--- config.mk ---
export PLATFORM = sky130hd
export DESIGN_NAME = tcw_ctrl
export DESIGN_NICKNAME = d
export VERILOG_FILES = /design/src/rtl/core/tcw_pkg.sv /design/src/rtl/core/tcw_ctrl.sv
export SDC_FILE = /design/constraint.sdc
export NUM_CORES = 1
export LEC_CHECK = 0
export ABC_CLOCK_PERIOD_IN_PS = 3900
export BUFFER_PORTS_ARGS = -buffer_cell sky130_fd_sc_hd__buf_2
export CAP_MARGIN = 20
export CORE_AREA = 2 2 39 41
export DETAILED_ROUTE_END_ITERATION = 12
export DIE_AREA = 0 0 41 43
export PLACE_DENSITY = 0.44
export SYNTH_ARGS = -nofsm -noshare
export SYNTH_HDL_FRONTEND = slang
export SYNTH_SLANG_ARGS = --single-unit
--- constraint.sdc ---
create_clock -name clk -period 3.9 [get_ports clk]
set_clock_uncertainty 0.15 [all_clocks]
set_input_delay 0.585 -clock clk [delete_from_list [all_inputs] [get_ports clk]]
set_output_delay 0.585 -clock clk [all_outputs]
set_load 0.02 [all_outputs]
--- src/rtl/core/tcw_pkg.sv ---
// Shared constants, operation codes and control types for the text console writer.
`timescale 1ns / 1ps
`default_nettype none

package tcw_pkg;

    // Default geometry of the screen and of the edit line.
    localparam int unsigned COLUMNS_DEFAULT  = 80;
    localparam int unsigned CELLS_DEFAULT    = 2000;
    localparam int unsigned LINE_MAX_DEFAULT = 63;

    // Cell contents and key codes.
    localparam logic [15:0] BLANK_CELL       = 16'h0720;
    localparam logic [7:0]  CHAR_SPACE       = 8'h20;
    localparam logic [7:0]  KEY_ENTER        = 8'h0D;
    localparam logic [7:0]  KEY_BACKSPACE    = 8'h08;
    localparam logic [7:0]  TEXT_COLOR_RESET = 8'h07;

    // Configuration register word index.
    localparam logic REG_TEXT_COLOR = 1'b0;

    // Operation codes carried by the opcode field.
    typedef enum logic [2:0] {
        OP_KEY     = 3'd0,
        OP_PRINT   = 3'd1,
        OP_NEWLINE = 3'd2,
        OP_CLEAR   = 3'd3,
        OP_READ    = 3'd4
    } op_t;

    // Commands from the controller to the datapath.
    typedef struct packed {
        logic load;   // capture the input word
        logic exec;   // carry out the captured operation
        logic sweep;  // write one blank cell of the clearing pass
    } ctl_cmd_t;

    // Status from the datapath to the controller.
    typedef struct packed {
        logic op_clear;    // captured operation is a clear
        logic sweep_last;  // clearing pass is at its last cell
    } ctl_status_t;

endpackage

`default_nettype wire

--- src/rtl/core/tcw_ctrl.sv ---
// Controller state machine that sequences accept, execute, clear sweep and result.
`timescale 1ns / 1ps
`default_nettype none

module tcw_ctrl (
    input  wire logic                clk,
    input  wire logic                rst_n,
    input  wire logic                start,
    input  wire tcw_pkg::ctl_status_t status,
    output tcw_pkg::ctl_cmd_t        cmd,
    output logic                     busy,
    output logic                     done
);

    typedef enum logic [4:0] {
        ST_INIT  = 5'b00001,
        ST_IDLE  = 5'b00010,
        ST_EXEC  = 5'b00100,
        ST_SWEEP = 5'b01000,
        ST_RESP  = 5'b10000
    } state_t;

    state_t state_reg;
    state_t state_next;

    // Next state and command decode.
    always_comb
    begin
        state_next = state_reg;
        cmd        = '0;
        case (state_reg)
            ST_INIT:
            begin
                cmd.sweep = 1'b1;
                if (status.sweep_last)
                begin
                    state_next = ST_IDLE;
                end
            end
            ST_IDLE:
            begin
                if (start)
                begin
                    cmd.load   = 1'b1;
                    state_next = ST_EXEC;
                end
            end
            ST_EXEC:
            begin
                cmd.exec   = 1'b1;
                state_next = status.op_clear ? ST_SWEEP : ST_RESP;
            end
            ST_SWEEP:
            begin
                cmd.sweep = 1'b1;
                if (status.sweep_last)
                begin
                    state_next = ST_RESP;
                end
            end
            ST_RESP:
            begin
                if (start)
                begin
                    cmd.load   = 1'b1;
                    state_next = ST_EXEC;
                end
                else
                begin
                    state_next = ST_IDLE;
                end
            end
            default:
            begin
                state_next = ST_IDLE;
            end
        endcase
    end

    // State register; reset starts the clearing pass over the screen.
    always_ff @(posedge clk or negedge rst_n)
    begin
        if (!rst_n)
        begin
            state_reg <= ST_INIT;
        end
        else
        begin
            state_reg <= state_next;
        end
    end

    // A new word is taken while idle or while the previous result is shown.
    assign busy = !((state_reg == ST_IDLE) || (state_reg == ST_RESP));
    assign done = (state_reg == ST_RESP);

endmodule

`default_nettype wire

==> flow_metrics.py <==
metrics = {
    "placed_design": {
        "io_buffers": 9,
        "dp.cells": 59,
        "hpwl_um": 535,
        "place.gp.congestion": 0.688,
    },
    "floorplan": {
        "rows": 14,
        "die_w_um": 41,
        "ioPinCount": 10,
        "initial_utilization_pct": 23.1,
        "coreArea_sq_um": 1380,
        "die_area_sq_um": 1760,
        "die_y_um": 43,
    },
    "grt": {
        "grt_overflow_total": 0,
        "grt_max_degree": 10,
        "grt_antenna_before_repair": 0,
        "grt_pass1_wl_um": 1190,
        "grt_pass1_vias": 281,
        "grt_util_all_layers_pct": 10.8,
    },
    "power_and_ir_drop": {
        "comb_power_share_pct": 42.9,
        "peakVddDrop_mv": 0.241,
        "swShare_pct": 41.7,
        "power_mw": 0.265,
        "power_leakage_nw": 0.185,
        "powerDensity_nw_per_um2": 655,
        "seqPwrFrac_pct": 34.3,
        "p_clk_share_pct": 22.7,
        "power.switching_mw": 0.110,
        "p_int_mw": 0.154,
    },
    "clock_tree": {
        "cts_setup_buffers": 0,
        "path_clk_slew_ns": 0.05,
        "numCtsBuffers": 3,
        "cts.sinks": 5,
        "root_buffer": "clkbuf_4",
        "clock_path_buffers": 2,
        "clkLatencyLatePin_ns": 0.24,
        "cts_tree": "built",
        "h-tree-depth": 1,
        "ctsResizeCount": 0,
    },
    "timing": {
        "fin_setup_tns_ns": 0,
        "finalHoldViolCount": 0,
        "rsz0062_at_grt": "no",
        "worstMarginPinSlew_ns": 0.281,
        "relSlewSlack_pct": 81.0,
        "period_needed_ns": 2.14,
        "finalCritPeriodShare_pct": 54.8,
        "slew_violations": 0,
        "setup_viol_count_final": 0,
        "fmax_ghz": 0.468,
    },
    "worst_setup_path": {
        "critPathTopFamily": "simple AND/OR/NAND/NOR gates",
        "max_stage_delay_ns": 0.47,
        "path_buf_inv": 1,
        "crit_type": "flop to primary output",
        "cp-start-kind": "flop",
        "r2r_slack_ns": 2.40,
        "worstPathRequired_ns": 3.16,
        "end_kind": "primary output",
        "crit_chain": "or3_4 -> nor2_1 -> buf_2",
        "path_max_fanout": 9,
        "crit_arrival_ns": 1.40,
        "crit_slowest_cell": "dfrtp_1",
    },
    "worst_hold_path": {
        "hp-class": "input port to flop",
    },
    "detailed_routing": {
        "drc_errors": 0,
        "post_drt_wl_per_cell_um": 10.8,
        "vias": 292,
        "postRouteAntennaNets": 0,
        "wirelength_um": 691,
        "via_per_inst": 4.56,
        "drtIter0Drc": 3,
        "drt_first_pass_iters": 2,
    },
    "synth": {
        "synth_xor_area_share_pct": 5.49,
        "async_reset_ff_share_pct": 100,
        "syn_nets": 41,
        "avgSynthCellArea_sq_um": 8.86,
        "synth_compound_area_share_pct": 14.5,
        "ys_ff_latch": 5,
        "syn_area_sq_um": 319,
        "synth-seq-area-share_pct": 39.6,
        "yosys.area_share.simple_pct": 32.9,
        "muxShareOfSynthArea_pct": 0,
        "ys.flop_type": "dfrtp_1",
        "synth_edf_count": 0,
        "syn_inst": 36,
        "synth_top_family_by_area": "simple AND/OR/NAND/NOR gates",
        "synthAdderAreaFrac_pct": 0,
        "yosysWarnings": 0,
        "synth_cell_type_count": 24,
    },
    "final_layout": {
        "largest_register_ffs": 5,
        "final_cells": 64,
        "antenna_cells": 0,
        "final_nets": 54,
        "syn2layout_area_growth_pct": 26.7,
        "layout-drive-gt1-share_pct": 33.3,
    },
    "flow_run": {
        "maxCapViolCount": 0,
    },
    "status": {
        "status": "completed",
    },
}
## cells by family (layout without fill, tap and decap cells)
kind of cell | after synthesis | after routing
AO/OA/AOI/OAI | 7 | 7
XOR/XNOR | 2 | 2
buffers and inverters | 4 | 16
flip-flops | 5 | 5
AND/OR/NAND/NOR | 18 | 18
## path summary, 6_finish.rpt
path                                               start                        to  cells past startpoint
worst max-delay path            state_reg[4]$_DFFE_PN0P_                    cmd[0]                      3
worst max register to register  state_reg[4]$_DFFE_PN0P_  state_reg[4]$_DFFE_PN0P_                      2
worst min register to register  state_reg[3]$_DFFE_PN0P_  state_reg[0]$_DFFE_PN1P_                      1
max in group asynchronous                          rst_n  state_reg[0]$_DFFE_PN1P_                      2
min in group asynchronous                          rst_n  state_reg[3]$_DFFE_PN0P_                      2
worst min-delay path                           status[0]  state_reg[0]$_DFFE_PN1P_                      2
## metal layers
metal  wire length [um]  share of wire (%)  vias to the layer above  GRT usage (%)
li1                   -                  -                      153              -
met1                323                 47                      132           11.8
met4                  0                  0                        0           6.00
met3                 30                4.3                        0           7.85
met5                  0                  0                        -              0
met2                337                 49                        7           14.7
## cells in the mapped netlist, types with 2 or more instances
library cell | instances | area, sq um
nand2b_1 | 2 | 12.5
inv_1 | 2 | 7.51
nor3_1 | 2 | 10.0
o21ai_0 | 2 | 10.0
nor2_1 | 6 | 22.5
dfrtp_1 | 4 | 100
## repair_timing
| item | CTS | global route |
|---|---|---|
| hold endpoints to repair | 4 | 0 |
| endpoints found under the setup margin | 0 | 0 |
| hold buffers | 1 | 0 |
## cells in the final DEF (no fill, tap or decap), drive strengths merged, types with 2 or more instances in the layout
cell / instances
inv: 2
buf: 9
nor3: 2
clkbuf: 4
dfrtp: 4
nand2b: 2
o21ai: 2
nor2: 6
## power by group through the flow
stage	combinational [mW]	clock [mW]	sequential, mW
after floorplan	0.104	0	0.0741
after global placement	0.114	0	0.0935
after detailed placement	0.114	0	0.0921
after CTS	0.115	0.0632	0.0912
after global routing	0.127	0.0689	0.0934
final	0.114	0.0601	0.0908
## stage by stage
| step | util (%) | worst slack [ns] | cell area (sq um) | hold WS [ns] |
|---|---|---|---|---|
| final | 29.2 | 1.76 | 404 | 0.360 |
| after global routing | 29.2 | 1.70 | 404 | 0.372 |
| after CTS | 29.2 | 1.76 | 404 | 0.353 |
| after detailed placement | 26.6 | 2.03 | 368 | 0.253 |
| after global placement | 26.6 | 2.02 | 368 | 0.255 |
| after floorplan | - | 1.95 | 319 | 0.139 |
## layout make-up
type	count	area [sq um]
clock buffers	4	26.3
fillers	157	980
inverters	2	7.51
multi-input cells	27	169
flip-flops and latches	5	126
well taps	16	20.0
repair buffers	10	55.1
Note: power is estimated with default switching activity, not from simulation.
